--- src/hdl/bht_pkg.sv ---
// Shared constants, types and codes for the 2x2 block halftone.
`default_nettype none
package bht_pkg;

    localparam int MaxWidth  = 1024;
    localparam int MaxHeight = 1024;

    localparam int ColW    = $clog2(MaxWidth);
    localparam int RowW    = $clog2(MaxHeight);
    localparam int HalfDep = MaxWidth / 2;
    localparam int HalfAw  = $clog2(HalfDep);

    localparam int SizeW  = 11;
    localparam int CoordW = 10;
    localparam int PixW   = 8;
    localparam int SumW   = PixW + 2;

    localparam logic [SumW-1:0] ThrTl = SumW'((1 * 1024) / 8);
    localparam logic [SumW-1:0] ThrBr = SumW'((3 * 1024) / 8);
    localparam logic [SumW-1:0] ThrBl = SumW'((5 * 1024) / 8);
    localparam logic [SumW-1:0] ThrTr = SumW'((7 * 1024) / 8);
    localparam logic [PixW-1:0] FullOn = 8'd255;

    localparam logic [2:0] BlockBeats = 3'd4;
    localparam logic [2:0] PassBeats  = 3'd1;

    localparam logic CfgWidth  = 1'b0;
    localparam logic CfgHeight = 1'b1;

    typedef enum logic {
        KIND_PASS,
        KIND_BLOCK
    } t_kind;

    typedef struct packed {
        t_kind            kind;
        logic [RowW-1:0]  row;
        logic [ColW-1:0]  col;
        logic [PixW-1:0]  pix;
        logic [SumW-1:0]  sum;
    } t_item;

endpackage
`default_nettype wire

--- src/hdl/bht_emit.sv ---
// Result buffer that expands one finished item into its output beats.
`default_nettype none
module bht_emit (
    input  wire logic                      i_clk,
    input  wire logic                      i_rst_n,
    input  wire logic                      i_load,
    input  wire bht_pkg::t_item            i_item,
    output logic                           o_free,
    output logic                           o_valid,
    input  wire logic                      i_ready,
    output logic [bht_pkg::CoordW-1:0]     o_out_row,
    output logic [bht_pkg::CoordW-1:0]     o_out_column,
    output logic [bht_pkg::PixW-1:0]       o_out_value,
    output logic                           o_last_of_run
);

    logic [2:0]     r_left;
    bht_pkg::t_item r_item;
    logic [bht_pkg::RowW-1:0] row_up;
    logic [bht_pkg::ColW-1:0] col_left;

    assign o_valid = (r_left != 3'd0);
    assign o_free  = (r_left == 3'd0) || (r_left == 3'd1 && i_ready);
    assign row_up   = r_item.row - bht_pkg::RowW'(1);
    assign col_left = r_item.col - bht_pkg::ColW'(1);

    always_ff @(posedge i_clk) begin
        if (!i_rst_n) begin
            r_left <= 3'd0;
        end else if (i_load && o_free) begin
            r_left <= (i_item.kind == bht_pkg::KIND_BLOCK) ? bht_pkg::BlockBeats
                                                            : bht_pkg::PassBeats;
        end else if (o_valid && i_ready) begin
            r_left <= r_left - 3'd1;
        end
    end

    always_ff @(posedge i_clk) begin
        if (i_load && o_free) begin
            r_item <= i_item;
        end
    end

    always_comb begin
        o_out_row     = bht_pkg::CoordW'(r_item.row);
        o_out_column  = bht_pkg::CoordW'(r_item.col);
        o_out_value   = r_item.pix;
        o_last_of_run = 1'b1;
        if (r_item.kind == bht_pkg::KIND_BLOCK) begin
            unique case (r_left)
                3'd4: begin
                    o_out_row     = bht_pkg::CoordW'(row_up);
                    o_out_column  = bht_pkg::CoordW'(col_left);
                    o_out_value   = (r_item.sum > bht_pkg::ThrTl) ? bht_pkg::FullOn : '0;
                    o_last_of_run = 1'b0;
                end
                3'd3: begin
                    o_out_value   = (r_item.sum > bht_pkg::ThrBr) ? bht_pkg::FullOn : '0;
                    o_last_of_run = 1'b0;
                end
                3'd2: begin
                    o_out_column  = bht_pkg::CoordW'(col_left);
                    o_out_value   = (r_item.sum > bht_pkg::ThrBl) ? bht_pkg::FullOn : '0;
                    o_last_of_run = 1'b0;
                end
                default: begin
                    o_out_row     = bht_pkg::CoordW'(row_up);
                    o_out_value   = (r_item.sum > bht_pkg::ThrTr) ? bht_pkg::FullOn : '0;
                end
            endcase
        end
    end

    a_left_bound: assert property (@(posedge i_clk) disable iff (!i_rst_n)
        r_left <= bht_pkg::BlockBeats)
        else $error("beat count out of range");

    a_pass_one: assert property (@(posedge i_clk) disable iff (!i_rst_n)
        (i_load && o_free && i_item.kind == bht_pkg::KIND_PASS) |=> (r_left == 3'd1))
        else $error("pass-through item must give one beat");

    a_drain: assert property (@(posedge i_clk) disable iff (!i_rst_n)
        (o_valid && i_ready && r_left == 3'd1 && !i_load) |=> !o_valid)
        else $error("buffer did not empty after final beat");

    a_no_overwrite: assert property (@(posedge i_clk) disable iff (!i_rst_n)
        (r_left > 3'd1) |-> !o_free)
        else $error("buffer offered for load while beats remain");

endmodule
`default_nettype wire

--- config.mk ---
export PLATFORM = sky130hd
export DESIGN_NAME = bht_emit
export DESIGN_NICKNAME = d
export VERILOG_FILES = /design/src/hdl/bht_pkg.sv /design/src/hdl/bht_emit.sv
export SDC_FILE = /design/constraint.sdc
export NUM_CORES = 1
export LEC_CHECK = 0
export ABC_AREA = 1
export ABC_CLOCK_PERIOD_IN_PS = 2200
export BUFFER_PORTS_ARGS = -buffer_cell sky130_fd_sc_hd__buf_4
export CAP_MARGIN = 40
export CELL_PAD_IN_SITES_DETAIL_PLACEMENT = 0
export CELL_PAD_IN_SITES_GLOBAL_PLACEMENT = 2
export CORE_MARGIN = 2
export CORE_UTILIZATION = 26
export CTS_CLUSTER_DIAMETER = 120
export DETAILED_ROUTE_END_ITERATION = 8
export PLACE_DENSITY = 0.76
export REMOVE_ABC_BUFFERS = 1
export SLEW_MARGIN = 10
export SYNTH_ARGS = -nofsm -noshare
export SYNTH_HDL_FRONTEND = slang
export SYNTH_SLANG_ARGS = --single-unit
--- constraint.sdc ---
create_clock -name i_clk -period 2.2 [get_ports i_clk]
set_input_delay 0.33 -clock i_clk [delete_from_list [all_inputs] [get_ports i_clk]]
set_output_delay 0.33 -clock i_clk [all_outputs]
set_load 0.01 [all_outputs]
==> impl_metrics.json, run 1 <==
{
  "die_h_um": 96.1,
  "grt_first_pass_wirelength_mm": 7.31,
  "final_nets": 369,
  "synth_xor_area_frac": 0.0556,
  "layout-drive-gt1-share": 0.375,
  "start_kind": "register",
  "fin_util": 0.378,
  "fin_ws_ns": 0.0934,
  "avgSynthCellArea_sq_um": 9.43,
  "drt_iter0_drc": 37,
  "fin_crit_ns": 2.11,
  "grt_max_degree": 23,
  "critical_path_class": "reg -> out",
  "setup_viol": 0,
  "ioPinCount": 74,
  "p_int_uw": 2190,
  "die_width_um": 96.1,
  "multi_input_comb_area_sq_um": 906,
  "dr.pass1.iters": 4,
  "row_count": 33,
  "vdd_drop_max_mv": 0.392,
  "yosys_warnings": 0,
  "synthesis.area_sq_mm": 0.00221,
  "antenna_left": 0,
  "max-slew-margin-rel": 0.684,
  "place_congestion": 0.788,
  "area_growth_pct": 41.0,
  "core_area_sq_mm": 0.00822,
  "crit_top_cell": "buf_4",
  "crit_family": "flip-flops",
  "hold_buffers": 0,
  "vias_per_cell": 4.12,
  "gr-total-overflow": 0,
  "synth_cell_types": 27,
  "critPathArrivalTime_ns": 1.78,
  "fin_crit_sh": 0.958,
  "place_area_sq_mm": 0.00291,
  "synth-compound-area-share": 0.0408,
  "critPathCaptureType": "output pin",
  "p_per_area_mw_per_mm2": 1180,
  "dpl_worst_slack_ns": 0.245,
  "ys_ff_latch": 42,
  "setup_tns_ns": 0,
  "rsz0062_at_grt": "true",
  "path_cells": "inv_1, ha_2, nor3b_4, buf_4, nand4_1, xor2_1, buf_4",
  "drc": 0,
  "min_path_type": "in -> reg",
  "clock-sinks": 42,
  "cpMaxStageDelayCell": "edfxtp_1",
  "yosys-mux-area-fraction": 0,
  "seqCellArea_sq_mm": 0.00123,
  "routed_wl_mm": 4.81,
  "h-tree-depth": 2,
  "cts_root_buf": "clkbuf_8",
  "combPwrFrac": 0.494,
  "track_usage": 0.105,
  "synth_seq_area_share": 0.558,
  "cts_buffers": 5,
  "worstSkewPairLatency_ns": 0.30,
  "wl_per_cell_um": 11.3,
  "ctsLongestPathBuffers": 2,
  "nFillCells": 820,
  "fin_skew_ns": 0.00760,
  "synth_top_family_by_area": "simple AND/OR/NAND/NOR gates",
  "hold_viol_final": 0,
  "start_util": 0.268,
  "synth_cells": 234,
  "swShare": 0.400,
  "p_sw_uw": 1460,
  "ff2ff_setup_slack_ns": 0.61,
  "maxCapViolations": 0,
  "outcome": "complete, no violations",
  "diodes": 0,
  "tightestPinTransition_ns": 0.473,
  "cpPeakStageDelay_ns": 0.43,
  "cellLeakagePower_uw": 0.00142,
  "die-area_sq_mm": 0.00924,
  "final_area_sq_mm": 0.00311,
  "cts_tree": "done",
  "holdWs_ns": 0.198,
  "required_ns": 1.87,
  "portBuffers": 73,
  "grt_pass1_vias": 1698,
  "synth-adder-area-share": 0.0397,
  "fmax_mhz": 475,
  "dp_hpwl_mm": 3.76,
  "pwr-share-clk": 0.150,
  "pwr-share-seq": 0.356,
  "antenna_found_initial": 0,
  "final_max_slew_viol_count": 0,
  "synth-simple-area-share": 0.240,
  "clkSlewWorstSetupHoldPaths_ns": 0.10,
  "critPathMaxFanout": 3,
  "cp.buffers_inverters": 3,
  "vias": 1749
}
[cell usage after synthesis]
library cell / count / area share
nand2_1: 68 / 0.12
edfxtp_1: 39 / 0.53
inv_1: 34 / 0.058
nor2_1: 20 / 0.034
xor2_1: 11 / 0.044
o21ai_0: 9 / 0.020
nand3_1: 8 / 0.018
ha_1: 7 / 0.040
nand4_1: 5 / 0.014
nand2_2: 4 / 0.011
a21oi_1: 3 / 0.0068
dfxtp_1: 3 / 0.027
nor2_4: 3 / 0.015
xnor2_1: 3 / 0.012
inv_2: 2 / 0.0034
nand2_4: 2 / 0.010
nor2_2: 2 / 0.0057
nor3_1: 2 / 0.0045
a21oi_2: 1 / 0.0040
buf_2: 1 / 0.0023
clkbuf_1: 1 / 0.0017
nand3_2: 1 / 0.0045
nand3b_1: 1 / 0.0034
nor3b_1: 1 / 0.0034
o21ai_1: 1 / 0.0023
o21ai_2: 1 / 0.0040
o21bai_1: 1 / 0.0034
[registers in the layout, summed over array words and instances, names as in the netlist]
register / cells
r_item: 39
r_left: 3
[power groups by stage]
stage	Combinational (uW)	Clock (uW)	Sequential, uW
6_report	1810	549	1300
4_1_cts	1740	579	1290
2_1_floorplan	989	0	1290
3_5_place_dp	1710	0	1300
3_3_place_gp	1710	0	1300
5_1_grt	2020	602	1330
[layout by cell type, fill, tap and decap left out]
| master | n |
|---|---|
| o21ai_1 | 1 |
| nor3_1 | 2 |
| nor2_1 | 20 |
| buf_6 | 1 |
| clkbuf_8 | 5 |
| nor2_2 | 1 |
| nand3b_1 | 1 |
| inv_1 | 31 |
| nand4_1 | 5 |
| a21oi_4 | 1 |
| ha_1 | 3 |
| inv_2 | 5 |
| xnor2_1 | 3 |
| o21ai_0 | 8 |
| nor3b_4 | 1 |
| xor2_1 | 11 |
| o21bai_1 | 1 |
| inv_8 | 1 |
| edfxtp_1 | 39 |
| inv_6 | 1 |
| nor2_4 | 4 |
| buf_4 | 79 |
| nand2_2 | 3 |
| o21ai_2 | 2 |
| clkinv_4 | 1 |
| ha_4 | 1 |
| nand2_4 | 4 |
| nand3_1 | 5 |
| ha_2 | 3 |
| nand3_2 | 4 |
| dfxtp_2 | 3 |
| nand2_1 | 67 |
| a21oi_1 | 3 |
[per-layer routing]
metal	routed length (um)	part of all wire	track usage
met5	0	0	0
met4	62	0.013	0.0393
met3	257	0.053	0.0282
met2	2410	0.50	0.186
met1	2080	0.43	0.122
[per-stage QoR]
stage	total power, uW	instances
3_5_place_dp	3010	413
2_1_floorplan	2280	232
5_1_grt	3950	425
6_report	3660	425
4_1_cts	3610	421
3_3_place_gp	3010	413
[cells by family (layout without fill, tap and decap cells)]
logic type	count (synthesis)	count (layout)
AOI/OAI and AO/OA	16	16
xor gates and xnor gates	14	14
adders and majority gates	7	7
buffers and inverters	38	124
DFF	42	42
and+or+nand+nor	117	117
[final cells by class]
class                           count  share of cell area
Clock buffer                        5              0.0221
Inverter                           36              0.0435
Timing Repair Buffer               80               0.194
Clock inverter                      3             0.00926
Tap cell                          105              0.0423
Multi-Input combinational cell    154               0.291
Sequential cell                    42               0.397
[worst paths after layout]
path | start | end | depth (start not counted)
worst max register to register | r_left[1] | r_item[14] | 5
worst min register to register | r_left[1] | r_left[1] | 2
worst max-delay path | r_item[18] | o_out_column[6] | 7
worst min-delay path | i_item[13] | r_item[13] | 1
[what timing repair did]
item                       4_1_cts  5_1_grt
resized for setup                6       17
setup endpoints to repair        7       20
pin swaps                        2       10
setup buffers                    0        4
Note: power is estimated with default switching activity, not from simulation.
==> inputs of run 2 (changes only) <==
ABC_AREA = not set   (was 1)
CORE_UTILIZATION = 28   (was 26)
GPL_TIMING_DRIVEN = 0   (was not set)
PLACE_DENSITY = 0.77   (was 0.76)
SLEW_MARGIN = not set   (was 10)
==> run 2 against run 1 <==
  * Cell count fell by 17%
  * Maximum frequency decreased by 2.2%
  * Via count shrank 15%
  * Die area is 13% lower
  * Routed wire length shrank 13%
  * Flip-flop and latch count unchanged
  * Non-clock buffer count increased by 8
  * Hold slack gained 0.0039 ns
  * First-iteration DRC count up 22%
  * Clock skew is 0.0015 ns higher
  * Critical path depth is the same
==> impl_metrics.json, run 2 <==
{
  "critPathMaxFanout": 5,
  "r2r_start": "r_left[1]",
  "async_flop_share": 0,
  "h-tree-depth": 2,
  "required_ns": 1.87,
  "layout-drive-gt1-share": 0.500,
  "gr-total-overflow": 0,
  "final_cell_mix": "buf_4 (85), edfxtp_1 (39), inv_1 (12), xor2_1 (12), nand2_1 (12)",
  "place_area_sq_mm": 0.00276,
  "nFillCells": 720,
  "die_width_um": 89.8,
  "synthesis.area_sq_mm": 0.00206,
  "largest_reg_flops": 39,
  "seqCellArea_sq_mm": 0.00124,
  "worstSkewPairLatency_ns": 0.30,
  "critPathArrivalTime_ns": 1.82,
  "drc": 0,
  "swShare": 0.371,
  "ff2ff_setup_slack_ns": 0.29,
  "critical_path_class": "reg -> out",
  "regMostFlops": "r_item",
  "place_congestion": 0.687,
  "pwr-share-clk": 0.133,
  "rr_endpoint": "r_left[1]",
  "p_per_area_mw_per_mm2": 1240,
  "ctsLongestPathBuffers": 2,
  "min_path_type": "in -> reg",
  "synth_edf_count": 39,
  "p_int_uw": 2410,
  "synth_area_leaders": "edfxtp_1 (57%), xor2_1 (5.1%), ha_1 (4.2%)",
  "reg2reg_depth": 8,
  "maxCapViolations": 0,
  "dpl_worst_slack_ns": 0.0833,
  "row_count": 31,
  "path_cells": "inv_6, ha_4, mux2_4, nand3b_4, nor4_4, xor2_1, buf_4",
  "final_area_sq_mm": 0.00307,
  "clock-sinks": 42,
  "final_nets": 301,
  "fmax_mhz": 464,
  "max-slew-margin-rel": 0.675,
  "critPathCaptureType": "output pin",
  "multi_input_comb_area_sq_um": 875,
  "track_usage": 0.105,
  "cts_buffers": 5,
  "vias": 1489,
  "fin_ws_ns": 0.0464,
  "yosys_warnings": 0,
  "pwr-share-seq": 0.374,
  "die_h_um": 89.8,
  "cellLeakagePower_uw": 0.00127,
  "hold_viol_final": 0,
  "drt_iter0_drc": 45,
  "yosysTopAreaCellShare": 0.568,
  "setup_viol": 0,
  "start_kind": "register",
  "antenna_left": 0,
  "final_common_cell": "buf_4",
  "routed_wl_mm": 4.18,
  "synth_common_cells": "edfxtp_1 (39), inv_1 (14), nand2_1 (12), xor2_1 (12), o21ai_1 (11)",
  "die-area_sq_mm": 0.00807,
  "core_area_sq_mm": 0.00718,
  "startpoint": "r_left[0]",
  "fin_crit_ns": 2.15,
  "synth.largest_area_cell": "edfxtp_1",
  "ioPinCount": 74,
  "dp_hpwl_mm": 3.20,
  "wl_per_cell_um": 11.9,
  "cpMaxStageDelayCell": "dfxtp_4",
  "dr.pass1.iters": 4,
  "vias_per_cell": 4.24,
  "fin_util": 0.428,
  "start_util": 0.288,
  "yosysMostFrequentCell": "edfxtp_1",
  "top_regs": "r_item (39), r_left (3)",
  "outcome": "complete, no violations",
  "synth_cells": 159,
  "clkSlewWorstSetupHoldPaths_ns": 0.09,
  "fin_skew_ns": 0.00912,
  "p_sw_uw": 1420,
  "diodes": 0,
  "portBuffers": 73,
  "endpoint": "o_out_column[9]",
  "holdPathStages": 1,
  "area_growth_pct": 49.0,
  "synth-main-ff-cell": "edfxtp_1",
  "dp_cells": 330,
  "antenna_found_initial": 0,
  "rsz0062_at_grt": "true",
  "cts_tree": "done",
  "grt_max_degree": 20,
  "grt_first_pass_wirelength_mm": 6.80,
  "cpPeakStageDelay_ns": 0.38,
  "avgSynthCellArea_sq_um": 13.0,
  "tightestPinTransition_ns": 0.487,
  "ys_ff_latch": 42,
  "cts_root_buf": "clkbuf_8",
  "synth_seq_area_share": 0.597,
  "combPwrFrac": 0.493,
  "vdd_drop_max_mv": 0.503,
  "final_max_slew_viol_count": 0,
  "grt_pass1_vias": 1450,
  "layoutNonFillerInstCount": 351,
  "setup_tns_ns": 0,
  "synth_cell_types": 40,
  "fin_crit_sh": 0.979
}
==> run 2: changes by cell type after synthesis, sizes merged, moves of 3 or more <==
cell    change
nand2b      +3
inv        -22
nor4        +6
nand4       -4
or3         +3
nand2      -61
nand3       -7
nor3        +5
nor2       -19
==> run 2: worst max-delay path: cells and delay by family (launching register included) <==
family | cells | cell delay [ns]
adders and majority gates | 1 | 0.16
xor gates and xnor gates | 1 | 0.17
and+or+nand+nor | 2 | 0.42
muxes | 1 | 0.19
DFF | 1 | 0.38
buffers and inverters | 2 | 0.21
==> run 2: worst min path at each step <==
stage,from,endpoint,slack [ns]
5_1_grt,i_item[31],r_item[31],0.18
3_3_place_gp,r_left[1],r_left[1],0.48
6_report,i_item[32],r_item[32],0.20
3_5_place_dp,r_left[1],r_left[1],0.49
4_1_cts,i_item[37],r_item[37],0.19
2_1_floorplan,i_item[0],r_item[0],0.43
==> run 2: power by group through the flow <==
stage	clock, uW	combinational (uW)	sequential [uW]
4_1_cts	535	1800	1410
3_3_place_gp	0	1580	1450
3_5_place_dp	0	1660	1430
2_1_floorplan	0	928	1390
5_1_grt	560	2080	1460
6_report	509	1890	1430
==> run 2: cells by family (layout without fill, tap and decap cells) <==
kind of cell | count (synthesis) | in the layout | synth area share
AND/OR/NAND/NOR | 50 | 50 | 0.164
buffers and inverters | 17 | 110 | 0.0334
multiplexers | 3 | 3 | 0.0176
adder cells (fa/ha/maj) | 7 | 7 | 0.0424
flip-flops | 42 | 42 | 0.597
XOR/XNOR | 17 | 17 | 0.0722
AO/OA/AOI/OAI | 23 | 23 | 0.0740
==> run 2: layout make-up <==
type                       count  area share
clock buffer                   5      0.0224
timing repair buffer          88       0.224
sequential                    42       0.403
multi-input combinational    100       0.284
inverter                      14      0.0187
clock inverter                 3     0.00773
tap                           99      0.0403
==> run 2: stage by stage <==
stage / total power, uW / hold slack (ns)
2_1_floorplan: 2320 / 0.429
3_3_place_gp: 3040 / 0.484
3_5_place_dp: 3100 / 0.493
4_1_cts: 3750 / 0.191
5_1_grt: 4110 / 0.183
6_report: 3830 / 0.202
==> run 2: repair_timing <==
| item | in CTS | in global routing |
|---|---|---|
| hold buffers | 0 | 0 |
| buffers inserted | 4 | 9 |
| gates resized for setup | 14 | 11 |
| setup endpoints to repair | 22 | 19 |
| pin swaps | 5 | 10 |
==> run 2: per-layer routing <==
metal,global-route usage,routed length (um),part of all wire,vias up
met2,0.185,2170,0.52,40
met3,0.0260,201,0.048,5
met1,0.122,1740,0.42,688
met5,0,0,0,-
met4,0.0423,57,0.014,0
li1,-,-,-,756
